`src/sv/fcl_pkg.sv`:
```
package fcl_pkg;

	// Default sizes of the table and of the longest reported chain.
	localparam int TABLE_ENTRIES_DEF = 128;
	localparam int MAX_CHAIN_DEF     = 64;

	// Fixed field widths.
	localparam int WORD_W  = 32;
	localparam int INDEX_W = 7;
	localparam int POS_W   = 6;
	localparam int STAT_W  = 2;
	localparam int REG_W   = 3;

	// Table value that marks the end of a chain.
	localparam logic [WORD_W-1:0] END_MARK = 32'h0FFF_FFFF;

	// Function codes of an input beat.
	localparam logic FUNC_WRITE  = 1'b0;
	localparam logic FUNC_FOLLOW = 1'b1;

	// Result status codes.
	localparam logic [STAT_W-1:0] STAT_OK    = 2'd0;
	localparam logic [STAT_W-1:0] STAT_END   = 2'd1;
	localparam logic [STAT_W-1:0] STAT_RANGE = 2'd2;
	localparam logic [STAT_W-1:0] STAT_TRUNC = 2'd3;

	// Configuration register indexes.
	localparam logic [REG_W-1:0] REG_VOLUME_START     = 3'd0;
	localparam logic [REG_W-1:0] REG_RESERVED_SECTORS = 3'd1;
	localparam logic [REG_W-1:0] REG_TABLE_COPIES     = 3'd2;
	localparam logic [REG_W-1:0] REG_TABLE_SECTORS    = 3'd3;
	localparam logic [REG_W-1:0] REG_CLUSTER_SECTORS  = 3'd4;

	// Configuration register reset values.
	localparam logic [31:0] VOLUME_START_RST     = 32'd2048;
	localparam logic [15:0] RESERVED_SECTORS_RST = 16'd32;
	localparam logic [7:0]  TABLE_COPIES_RST     = 8'd2;
	localparam logic [31:0] TABLE_SECTORS_RST    = 32'd0;
	localparam logic [7:0]  CLUSTER_SECTORS_RST  = 8'd1;

	// Volume geometry as held in the configuration registers.
	typedef struct packed {
		logic [31:0] volume_start;
		logic [15:0] reserved_sectors;
		logic [7:0]  table_copies;
		logic [31:0] table_sectors;
		logic [7:0]  cluster_sectors;
	} cfg_t;

	// Load strobes for the address unit.
	typedef struct packed {
		logic load_prod;
		logic load_base;
		logic load_off;
	} addr_ctl_t;

endpackage

```
`src/sv/fcl_table.sv`:
```
module fcl_table #(
	parameter int ENTRIES = fcl_pkg::TABLE_ENTRIES_DEF,
	parameter int IDX_W   = $clog2(ENTRIES)
) (
	input  logic                       clk,
	input  logic                       wr_en,
	input  logic [IDX_W-1:0]           wr_idx,
	input  logic [fcl_pkg::WORD_W-1:0] wr_data,
	input  logic                       rd_en,
	input  logic [IDX_W-1:0]           rd_idx,
	output logic [fcl_pkg::WORD_W-1:0] rd_data
);
	import fcl_pkg::*;

	logic [WORD_W-1:0] table_q [ENTRIES];
	logic [WORD_W-1:0] rd_data_q;

	// Single write port, single read port with registered data.
	always_ff @(posedge clk) begin
		if (wr_en) begin
			table_q[wr_idx] <= wr_data;
		end
		if (rd_en) begin
			rd_data_q <= table_q[rd_idx];
		end
	end

	assign rd_data = rd_data_q;

endmodule

```
`config.mk`:
```
export PLATFORM = sky130hd
export DESIGN_NAME = fcl_table
export DESIGN_NICKNAME = d
export VERILOG_FILES = /design/src/sv/fcl_pkg.sv /design/src/sv/fcl_table.sv
export SDC_FILE = /design/constraint.sdc
export NUM_CORES = 2
export LEC_CHECK = 0
export ABC_CLOCK_PERIOD_IN_PS = 6800
export BUFFER_PORTS_ARGS = -buffer_cell sky130_fd_sc_hd__buf_2
export CAP_MARGIN = 10
export CELL_PAD_IN_SITES_DETAIL_PLACEMENT = 0
export CELL_PAD_IN_SITES_GLOBAL_PLACEMENT = 1
export CORE_MARGIN = 5
export CORE_UTILIZATION = 37
export DETAILED_ROUTE_END_ITERATION = 6
export GPL_ROUTABILITY_DRIVEN = 0
export PLACE_DENSITY = 0.55
export SLEW_MARGIN = 0
export SYNTH_ARGS = -nofsm -noshare
export SYNTH_HDL_FRONTEND = slang
export SYNTH_SLANG_ARGS = --single-unit
```
`constraint.sdc`:
```
create_clock -name clk -period 6.8 [get_ports clk]
set_input_delay 0.68 -clock clk [delete_from_list [all_inputs] [get_ports clk]]
set_output_delay 0.68 -clock clk [all_outputs]
set_load 0.01 [all_outputs]
```
# After elaboration in Yosys (flattened, before gate mapping)
# Memories as Yosys holds them, arrays and structs flattened. A register that Yosys moved wholly into a read port is not among the register bits.
# Index checks and enable logic that the tools add are counted.
[word_totals]
regBits = 0
input_bits = 49
mem_bits_rw = 4096
memories = 1
[classes]
mux = 2
[memory_table]
columns = ["name", "words", "width", "read_ports", "rd_ports_with_merged_regs", "wr", "line_no", "text"]
rows = [
  ["table_q", 128, 32, 1, 1, 1, "fcl_table.sv:15", "logic [WORD_W-1:0] table_q [ENTRIES];"],
]
[ops]
columns = ["operator", "n"]
rows = [
  ["$mux W1", 2],
]

# Logic depth before layout (Yosys ltp)
[depth]
depth_word = 2
ltp_mapped = 8
mapped_depth_nobuf = 4

# Worst setup path after synthesis
# Ideal clock, no wire load.
[synth_timing]
path_kind = "input-to-reg"
from = "input port wr_en"
to = "memory table_q[98][0] (enable)"
t_arrival_ns = 3.458
path_slack_ns = 2.881
cell_stages = 3
cell_sequence = "clkbuf_1 -> nand4_1 -> nor3_1"
[synth_between]
elab_chain_cells = 2
[synth_lines]
columns = ["element", "line_no", "text"]
rows = [
  ["start: declaration", "fcl_table.sv:6", "input logic wr_en,"],
  ["$mux W1", "fcl_table.sv:20", "if (wr_en) begin"],
  ["$mux W1 (implied by the code)", "fcl_table.sv:21", "table_q[wr_idx] <= wr_data;"],
  ["end: declaration", "fcl_table.sv:15", ""],
]
# No other way between the ends.

==> impl_metrics.py <==
metrics = {
    "cells_and_area": {
        "drive_above_1_share_pct": 35.8,
        "nets": 6496,
        "syn_to_final_growth_pct": 14.8,
        "fin_cells": 12500,
        "fin_util_pct": 42.5,
    },
    "floorplan": {
        "coreArea_um2": 423000,
        "rows": 239,
        "die_h_um": 661,
        "dieArea_um2": 436000,
        "initial_core_util_pct": 37.0,
        "die_x_um": 661,
        "ioPinCount": 81,
    },
    "critical_path": {
        "critPathKind": "in2reg",
        "critPathArrivalTime_ns": 4.33,
        "crit_required_ns": 7.50,
        "r2r_slack_ns": 3.96,
        "end_kind": "flip-flop",
        "critPathLaunchType": "input pin",
        "crit_fanout": 82,
    },
    "synth": {
        "synth_nets": 6039,
        "avgSynthCellArea_um2": 26.1,
        "yosysWarningCount": 0,
        "syn_area_um2": 157000,
        "synthCells": 5990,
        "yosysSeqAreaShare_pct": 79.2,
        "synth_seq_cells": 4128,
        "yosysUniqueCellTypes": 16,
    },
    "clock_network": {
        "clkTransAtPathRegs_ns": 0.06,
        "clockBufferDepth": 4,
        "cts-buffers-inserted": 424,
        "cts.repair.resized": 0,
        "post-cts-setup-buffers": 0,
        "cts_hold_buf": 0,
        "clock-root-buffer": "clkbuf_16",
        "insertion_delay_ns": 0.98,
        "cts_tree": "done",
        "cts.sinks": 4128,
        "htreeDepth": 5,
    },
    "power_and_ir_drop": {
        "comb_power_share_pct": 5.2,
        "switching_share_pct": 21.6,
        "power_frac_clock_pct": 42.2,
        "peakVddDrop_v": 0.000224,
        "power.internal_mw": 42.1,
        "seqPwrFrac_pct": 52.6,
        "leakage_nw": 54.4,
        "power_switching_mw": 11.6,
        "cellPowerDensity_nw_per_um2": 298,
    },
    "place": {
        "hpwl_um": 264000,
        "dp.cells": 11700,
        "portBuffers": 80,
    },
    "detailed_routing": {
        "wl_met3_um": 26300,
        "dr.pass1.iters": 5,
        "vias": 70800,
        "wl_met2_um": 235000,
        "avgRoutedWirePerCell_um": 37.1,
        "drc": 0,
        "drtIter0Drc": 8249,
        "routed_via_density": 5.66,
        "routed_wl_um": 465000,
        "ant_nets": 0,
        "highest_layer": "met5",
        "drt-met1-wl_um": 192000,
    },
    "min_path": {
        "hold_class": "in2reg",
    },
    "global_route": {
        "grt_pass1_wl_um": 631000,
        "grt_use_total_pct": 21.0,
        "first_global_vias": 72500,
        "grt_max_degree": 95,
        "antenna_found_initial": 50,
        "grt_overflow_total": 0,
    },
    "outcome": {
        "outcome": "finished clean",
    },
    "timing": {
        "rsz0062_at_grt": "false",
        "finalHoldViolCount": 0,
        "worst_pin_slew_ns": 1.25,
        "finalSetupViolations": 0,
        "drv_slew": 0,
        "finalClockSkew_ns": 0.0418,
        "hold_ws_ns": 0.213,
        "setup_tns_ns": 0,
        "max_slew_margin_pct": 16.5,
        "finalCriticalPeriod_ns": 3.62,
        "max_freq_mhz": 276,
        "post-route-period-util_pct": 53.3,
    },
    "flow_run": {
        "drv_cap": 0,
    },
}
sequential cells by signal, indices dropped and copies added (netlist names):
register	flops
rd_data	32
table_q	4096
layout make-up:
class	instances	area (um^2)
Timing Repair Buffer	347	2990
Multi-Input combinational cell	1546	32300
Clock buffer	530	11200
Antenna cell	65	163
Clock inverter	239	2170
Sequential cell	4128	124000
Fill cell	36000	243000
Tap cell	5663	7090
stage by stage:
step                setup WS [ns]  instance area [um^2]  total power [mW]
global route                 3.10                180000              55.2
finish                       3.18                180000              53.6
CTS                          3.20                180000              54.1
floorplan                    2.88                157000              30.1
detailed placement           2.12                166000              31.6
global placement             2.15                166000              31.6
placed cells by master (no fill, tap or decap), drive strengths merged:
cell and n:
nand2 14, bufinv 34, inv 13, clkinv 186, buf 347, edfxtp 4128
clkbuf 530, nand2b 2, diode 65, nand3 12, nor2b 7, or3 1
nand4 3, mux2 32, nor3 9, clkinvlp 6, mux4 1344, nor2 122
final timing paths:
path                            depth (start not counted)       startpoint               to
worst max-delay path                                    7        rd_idx[0]       rd_data[8]
worst min-delay path                                    1      wr_data[23]  table_q[35][23]
worst max register to register                          4  table_q[71][28]      rd_data[28]
worst min register to register                          4   table_q[84][4]       rd_data[4]
power groups by stage:
stage / sequential (mW) / combinational (mW) / clock (mW)
6_report: 28.2 / 2.79 / 22.6
5_1_grt: 28.2 / 2.90 / 24.1
4_1_cts: 28.2 / 2.84 / 23.1
3_5_place_dp: 28.8 / 2.83 / 0
3_3_place_gp: 28.8 / 2.80 / 0
2_1_floorplan: 28.7 / 1.36 / 0
worst max-delay path: stages:
cell and delay (ns):
buf_12 0.48, buf_4 0.49, buf_4 0.36, mux4_2 0.55, mux4_2 0.51, mux4_2 0.56, mux2_2 0.30
layer usage:
metal | track usage, % | vias to the layer above
li1 | - | 27500
met2 | 35.6 | 2493
met1 | 29.1 | 40300
met4 | 5.12 | 12
met3 | 2.77 | 536
met5 | 0 | -
logic make-up after synthesis:
group | count (synthesis) | share of synthesized area (%)
buffers and inverters | 316 | 0.837
DFF | 4128 | 79.2
and+or+nand+nor | 170 | 0.445
muxes | 1376 | 19.6
cells in the mapped netlist (all sizes together):
cell,number,area (um^2)
buf,134,628
clkbuf,182,683
edfxtp,4128,124000
mux2,32,360
mux4,1344,30300
nand2,14,52.6
nand2b,2,12.5
nand3,12,60.1
nand4,3,18.8
nor2,122,458
nor2b,7,43.8
nor3,9,45.0
or3,1,6.26
Note: power is estimated with default switching activity, not from simulation.
