[src/sv/fcl_pkg.sv]
package fcl_pkg;

	// Default sizes of the table and of the longest reported chain.
	localparam int TABLE_ENTRIES_DEF = 128;
	localparam int MAX_CHAIN_DEF     = 64;

	// Fixed field widths.
	localparam int WORD_W  = 32;
	localparam int INDEX_W = 7;
	localparam int POS_W   = 6;
	localparam int STAT_W  = 2;
	localparam int REG_W   = 3;

	// Table value that marks the end of a chain.
	localparam logic [WORD_W-1:0] END_MARK = 32'h0FFF_FFFF;

	// Function codes of an input beat.
	localparam logic FUNC_WRITE  = 1'b0;
	localparam logic FUNC_FOLLOW = 1'b1;

	// Result status codes.
	localparam logic [STAT_W-1:0] STAT_OK    = 2'd0;
	localparam logic [STAT_W-1:0] STAT_END   = 2'd1;
	localparam logic [STAT_W-1:0] STAT_RANGE = 2'd2;
	localparam logic [STAT_W-1:0] STAT_TRUNC = 2'd3;

	// Configuration register indexes.
	localparam logic [REG_W-1:0] REG_VOLUME_START     = 3'd0;
	localparam logic [REG_W-1:0] REG_RESERVED_SECTORS = 3'd1;
	localparam logic [REG_W-1:0] REG_TABLE_COPIES     = 3'd2;
	localparam logic [REG_W-1:0] REG_TABLE_SECTORS    = 3'd3;
	localparam logic [REG_W-1:0] REG_CLUSTER_SECTORS  = 3'd4;

	// Configuration register reset values.
	localparam logic [31:0] VOLUME_START_RST     = 32'd2048;
	localparam logic [15:0] RESERVED_SECTORS_RST = 16'd32;
	localparam logic [7:0]  TABLE_COPIES_RST     = 8'd2;
	localparam logic [31:0] TABLE_SECTORS_RST    = 32'd0;
	localparam logic [7:0]  CLUSTER_SECTORS_RST  = 8'd1;

	// Volume geometry as held in the configuration registers.
	typedef struct packed {
		logic [31:0] volume_start;
		logic [15:0] reserved_sectors;
		logic [7:0]  table_copies;
		logic [31:0] table_sectors;
		logic [7:0]  cluster_sectors;
	} cfg_t;

	// Load strobes for the address unit.
	typedef struct packed {
		logic load_prod;
		logic load_base;
		logic load_off;
	} addr_ctl_t;

endpackage

[src/sv/fcl_addr.sv]
module fcl_addr (
	input  logic                       clk,
	input  fcl_pkg::cfg_t              cfg,
	input  fcl_pkg::addr_ctl_t         ctl,
	input  logic [fcl_pkg::WORD_W-1:0] cluster,
	output logic [fcl_pkg::WORD_W-1:0] sector_addr
);
	import fcl_pkg::*;

	logic [39:0]       prod_full;
	logic [39:0]       off_full;
	logic [WORD_W-1:0] cluster_rel;
	logic [WORD_W-1:0] prod_q;
	logic [WORD_W-1:0] base_q;
	logic [WORD_W-1:0] off_s1;

	// Both products are 8 by 32 bits; only the low word is kept.
	assign prod_full   = 40'(cfg.table_copies) * 40'(cfg.table_sectors);
	assign cluster_rel = cluster - 32'd2;
	assign off_full    = 40'(cluster_rel) * 40'(cfg.cluster_sectors);

	// The base is built once per chain, the offset once per link.
	always_ff @(posedge clk) begin
		if (ctl.load_prod) begin
			prod_q <= prod_full[WORD_W-1:0];
		end
		if (ctl.load_base) begin
			base_q <= cfg.volume_start + 32'(cfg.reserved_sectors) + prod_q;
		end
		if (ctl.load_off) begin
			off_s1 <= off_full[WORD_W-1:0];
		end
	end

	assign sector_addr = base_q + off_s1;

endmodule

[config.mk]
export PLATFORM = sky130hd
export DESIGN_NAME = fcl_addr
export DESIGN_NICKNAME = d
export VERILOG_FILES = /design/src/sv/fcl_pkg.sv /design/src/sv/fcl_addr.sv
export SDC_FILE = /design/constraint.sdc
export NUM_CORES = 1
export LEC_CHECK = 0
export BUFFER_PORTS_ARGS = -buffer_cell sky130_fd_sc_hd__buf_2
export CAP_MARGIN = 10
export CORE_MARGIN = 2
export CORE_UTILIZATION = 57
export DETAILED_ROUTE_END_ITERATION = 7
export HOLD_SLACK_MARGIN = 0.02
export PLACE_DENSITY = 0.89
export SLEW_MARGIN = 15
export SYNTH_ARGS = -nofsm -noshare
export SYNTH_HDL_FRONTEND = slang
export SYNTH_SLANG_ARGS = --single-unit
[constraint.sdc]
create_clock -name clk -period 10.9 [get_ports clk]
set_clock_uncertainty 0.1 [all_clocks]
set_input_delay 2.18 -clock clk [delete_from_list [all_inputs] [get_ports clk]]
set_output_delay 2.18 -clock clk [all_outputs]
set_load 0.01 [all_outputs]
Word level (Yosys, flattened, before mapping)
Index checks and enable logic that the tools add are counted.
Storage, ports and cells
  bits in registers: 96
  input bits: 132
  output and inout port bits: 32
Cells by class
  add/sub/neg operators: 4
  $mul: 2
Operator list (count)
  32-bit adder: 2
  32-bit by 16-bit adder with 32-bit output: 1
  32-bit by 8-bit multiplier with 32-bit output: 1
  8-bit by 32-bit multiplier with 32-bit output: 1
  32-bit by 2-bit subtractor with 32-bit output (second input constant): 1

Logic depth before layout (Yosys ltp)
  depth in word-level cells: 2
  mapped depth: 27
  mapped depth without buffers: 26

Least setup slack after synthesis
No wires, ideal clock.
  kind: in2reg
  start point: input port cluster[1] (netlist bit)
  end point: register off_s1[30] (data pin)
  library setup time: 0.259 ns
  arrival: 8.006 ns
  data required time: 10.541 ns
  slack: 2.535 ns
  cell stages on the path: 22
  buffers on the path: 1
  cells stage by stage: inv_1 > ha_1 > nor3b_1 > and3b_1 > clkbuf_1 > nand3_1 > or3_1 > xor2_1 > nor2b_1 > fa_1 > inv_1 > fa_1 > fa_1 > fa_1 > inv_1 > ha_1 > a21o_1 > or4_1 > a311oi_1 > nor3_1 > o31a_1 > o31a_1
On the way
  cells in the longest elaborated chain, start to end: 2
Ends and longest elaborated chain
  from (decl): RTL line fcl_addr.sv:5  | input logic [fcl_pkg::WORD_W-1:0] cluster,
  32-bit by 2-bit subtractor with 32-bit output: RTL line fcl_addr.sv:19  | assign cluster_rel = cluster - 32'd2;
  32-bit by 8-bit multiplier with 32-bit output: RTL line fcl_addr.sv:20  | assign off_full = 40'(cluster_rel) * 40'(cfg.cluster_sectors);
  named net off_full[30]: RTL line fcl_addr.sv:11  | logic [39:0] off_full;
  to (signal assigned): RTL line fcl_addr.sv:31  | off_s1 <= off_full[WORD_W-1:0];
  to (decl): RTL line fcl_addr.sv:15  | logic [WORD_W-1:0] off_s1;
The timed path passes the listed nets, and every way through them passes these cells.
A chain may end at the register's enable or synchronous reset.

Final worst setup path
Ends and elaborated chain as after synthesis.

==> summary.md <==
| Metric | Value |
|---|---|
| Slew HR | `0.363` |
| Post-DP Area | `between 20,000 and 25,000 µm²` |
| Static leakage | `between 9 and 10 nW` |
| CTS Hold Buffers Added | `0` |
| Design area | `between 20,000 and 25,000 µm²` |
| Sequential element share of the synthesized area | `0.145` |
| Post-layout min period | `slightly above 9000 ps` |
| Fraction of layout cells with a size suffix above 1 | `0.0861` |
| Clock slew at reported path FFs | `around 70 ps` |
| Mapped cell area | `approximately 20,000 µm²` |
| Die Ht | `about 190 µm` |
| Ys Warns | `0` |
| CTS resizes | `0` |
| Setup violators final | `0` |
| Clk_lat worst skew | `roughly 360 ps` |
| Placed instance count | `between 2,000 and 3,000` |
| # H-tree levels | `3` |
| Vias in the first global route | `~16,000` |
| Vias | `between 15,000 and 20,000` |
| Port bufs | `roughly 160` |
| Initial Util | `0.579` |
| Number of flops mapped to enable cells by yosys | `between 90 and 100` |
| Critical path class | `input pin to register` |
| Area share of the largest cell type after synthesis | `0.331` |
| Netlist cell types | `66` |
| Final wirelength | `about 45 mm` |
| Fin nets | `2,856` |
| Max Transition Viols Final | `0` |
| Worst-Margin Slew | `roughly 940 ps` |
| Grt ovf | `0` |
| Syn nets | `between 2,000 and 3,000` |
| DRC | `0` |
| Detailed Place HPWL | `between 30 and 40 mm` |
| Hold Path Class | `register to register` |
| Fmax | `~110 MHz` |
| Status | `complete, no violations` |
| Overall die width | `191 µm` |
| Initial antenna violation count | `1` |
| Total power per unit cell area | `a little under 300 nW/µm²` |
| Final hold violations | `0` |
| Final period utilization | `0.838` |
| Crit path DAT | `between 9000 and 10,000 ps` |
| Worst r2r src | `prod_q[1]$_DFFE_PP_` |
| Syn-to-layout area delta | `7.32%` |
| Number of antenna-violating nets in the routed design | `0` |
| Synth area leader | `fa_1` |
| Pin count of the biggest net entering global routing | `33` |
| Avg WL per Cell | `16.8 µm` |
| Max-capacitance violation count | `0` |
| #FFs+latches synth | `96` |
| Syn Area/Cell | `9.43 µm²` |
| Crit path launch | `cluster[1]` |
| Hold Slack | `601 ps` |
| Die area | `approximately 36,000 µm²` |
| Cell Rows | `between 60 and 70` |
| Unrepaired setup endpoints after global routing | `false` |
| CP required | `roughly 11,000 ps` |
| Largest cells by area after synthesis | `fa_1 33%, edfxtp_1 14%, ha_1 9.9%, inv_1 5.7%, nor2b_1 5.1%` |
| Crit Path Max Fanout | `9` |
| Hold Crit Start | `prod_q[31]$_DFFE_PP_` |
| Final setup TNS | `0 ps` |
| Vias per Instance | `a little under 6` |
| Most common flop cell mapped by yosys | `edfxtp_1` |
| Fraction of registers with async set/reset | `0` |
| Final Non-Filler Cells | `2,698` |
| Top Ports | `between 150 and 200` |
| First-pass GRT wire length | `roughly 77 mm` |
| TritonCTS clock tree | `yes` |
| CTS buffer count | `9` |
| Core area | `between 30,000 and 40,000 µm²` |
| DR pass1 iterations | `5` |
| CP Launch Type | `input pin` |
| Setup Buffers After CTS | `0` |
| Routability cong. | `a little over 0.9` |
| Clock Tree Buf Depth | `2` |
| Sink Count | `96` |
| Syn Inst Count | `about 2,100` |
| Root Buffer | `clkbuf_16` |
| Setup crit end kind | `register` |
| 1st-iter DRT viols | `~1,300` |
| Worst vdd ir | `approximately 0.36 mV` |
| Overall Global Routing Usage | `0.261` |
| Power Total | `around 6.3 mW` |
==> routing by layer <==
layer	up-vias	wire length, µm	global-route usage
met5	-	0	0
met4	0	1430	0.0865
met3	96	2860	0.0325
met2	580	22700	0.445
met1	7838	18500	0.346
li1	7063	-	-
==> synth_stat cells (8+ instances only) <==
cell,number
a211o_1,8
a21o_1,35
a21oi_1,87
and2_1,113
and3_1,9
clkbuf_1,50
edfxtp_1,96
fa_1,330
ha_1,157
inv_1,303
nand2_1,203
nand2b_1,52
nand3_1,26
nand4_1,8
nor2_1,86
nor2b_1,164
nor3_1,15
nor4_1,8
o211ai_1,10
o21a_1,22
o21ai_0,51
or3_1,13
xnor2_1,110
xor2_1,40
==> cells in the final DEF (no fill, tap or decap), types with 7 or more instances in the layout <==
master,count
fa_1,330
inv_1,303
nand2_1,203
nor2b_1,164
buf_2,163
ha_1,157
and2_1,113
xnor2_1,110
edfxtp_1,96
a21oi_1,87
nor2_1,86
nand2b_1,52
o21ai_0,51
xor2_1,40
a21o_1,35
nand3_1,26
o21a_1,22
nor3_1,15
or3_1,13
o211ai_1,10
and3_1,9
clkbuf_16,9
nor4_1,8
a211o_1,8
nand4_1,8
o31ai_1,7
a31oi_1,7
==> critical path: stages <==
cell	delay, ps
buf_2	160
or4_1	580
nor4_2	680
nand2_1	200
xor2_1	570
nor2b_1	170
fa_1	520
fa_1	580
fa_1	430
fa_1	440
ha_1	370
a21oi_1	220
o21ai_0	130
a2111oi_0	520
o21bai_1	210
a311oi_1	480
nor3_1	150
o31a_1	310
o31a_1	240
==> state kept, by name (all words and copies together) (netlist names) <==
register and flops:
off_s1 32, prod_q 32, base_q 32
==> area by class of cell <==
cell class                 instances  area [µm²]
timing repair buffer             164         823
tap                              455         569
clock buffer                      11         233
antenna                            1        2.50
multi-input combinational       1663       15700
clock inverter                     5        32.5
inverter                         303        1140
fill                            2711       13100
sequential                        96        2880
==> cells by family (layout without fill, tap and decap cells) <==
family / Yosys count / count (layout) / share of synthesized area
xor+xnor: 152 / 152 / 0.0678
fa+ha+maj: 487 / 487 / 0.430
compound gates: 286 / 286 / 0.0932
mux: 3 / 3 / 0.00151
simple gates: 735 / 735 / 0.196
other cells: 0 / 1 / 0
buf+inv: 356 / 483 / 0.0671
flops: 96 / 96 / 0.145
==> metrics by stage <==
stage	setup WS, ps	utilization
after detailed placement	1510	0.613
after CTS	1890	0.621
after global placement	1780	0.613
after global routing	1280	0.621
after floorplan	2540	-
final	1770	0.621
==> worst paths after layout <==
check | to | slack (ps) | cells past startpoint
worst max-delay path | off_s1[30]$_DFFE_PP_ | 1770 | 19
worst min-delay path | base_q[31]$_DFFE_PP_ | 600 | 2
worst max register to register | base_q[31]$_DFFE_PP_ | 6680 | 13
worst min register to register | base_q[31]$_DFFE_PP_ | 600 | 2
==> where the power goes <==
part | internal (mW) | switching, mW
Combinational | 2.19 | 2.91
Clock | 0.155 | 0.142
Sequential | 0.807 | 0.0690
No activity file was read; power rests on OpenSTA's default activity.
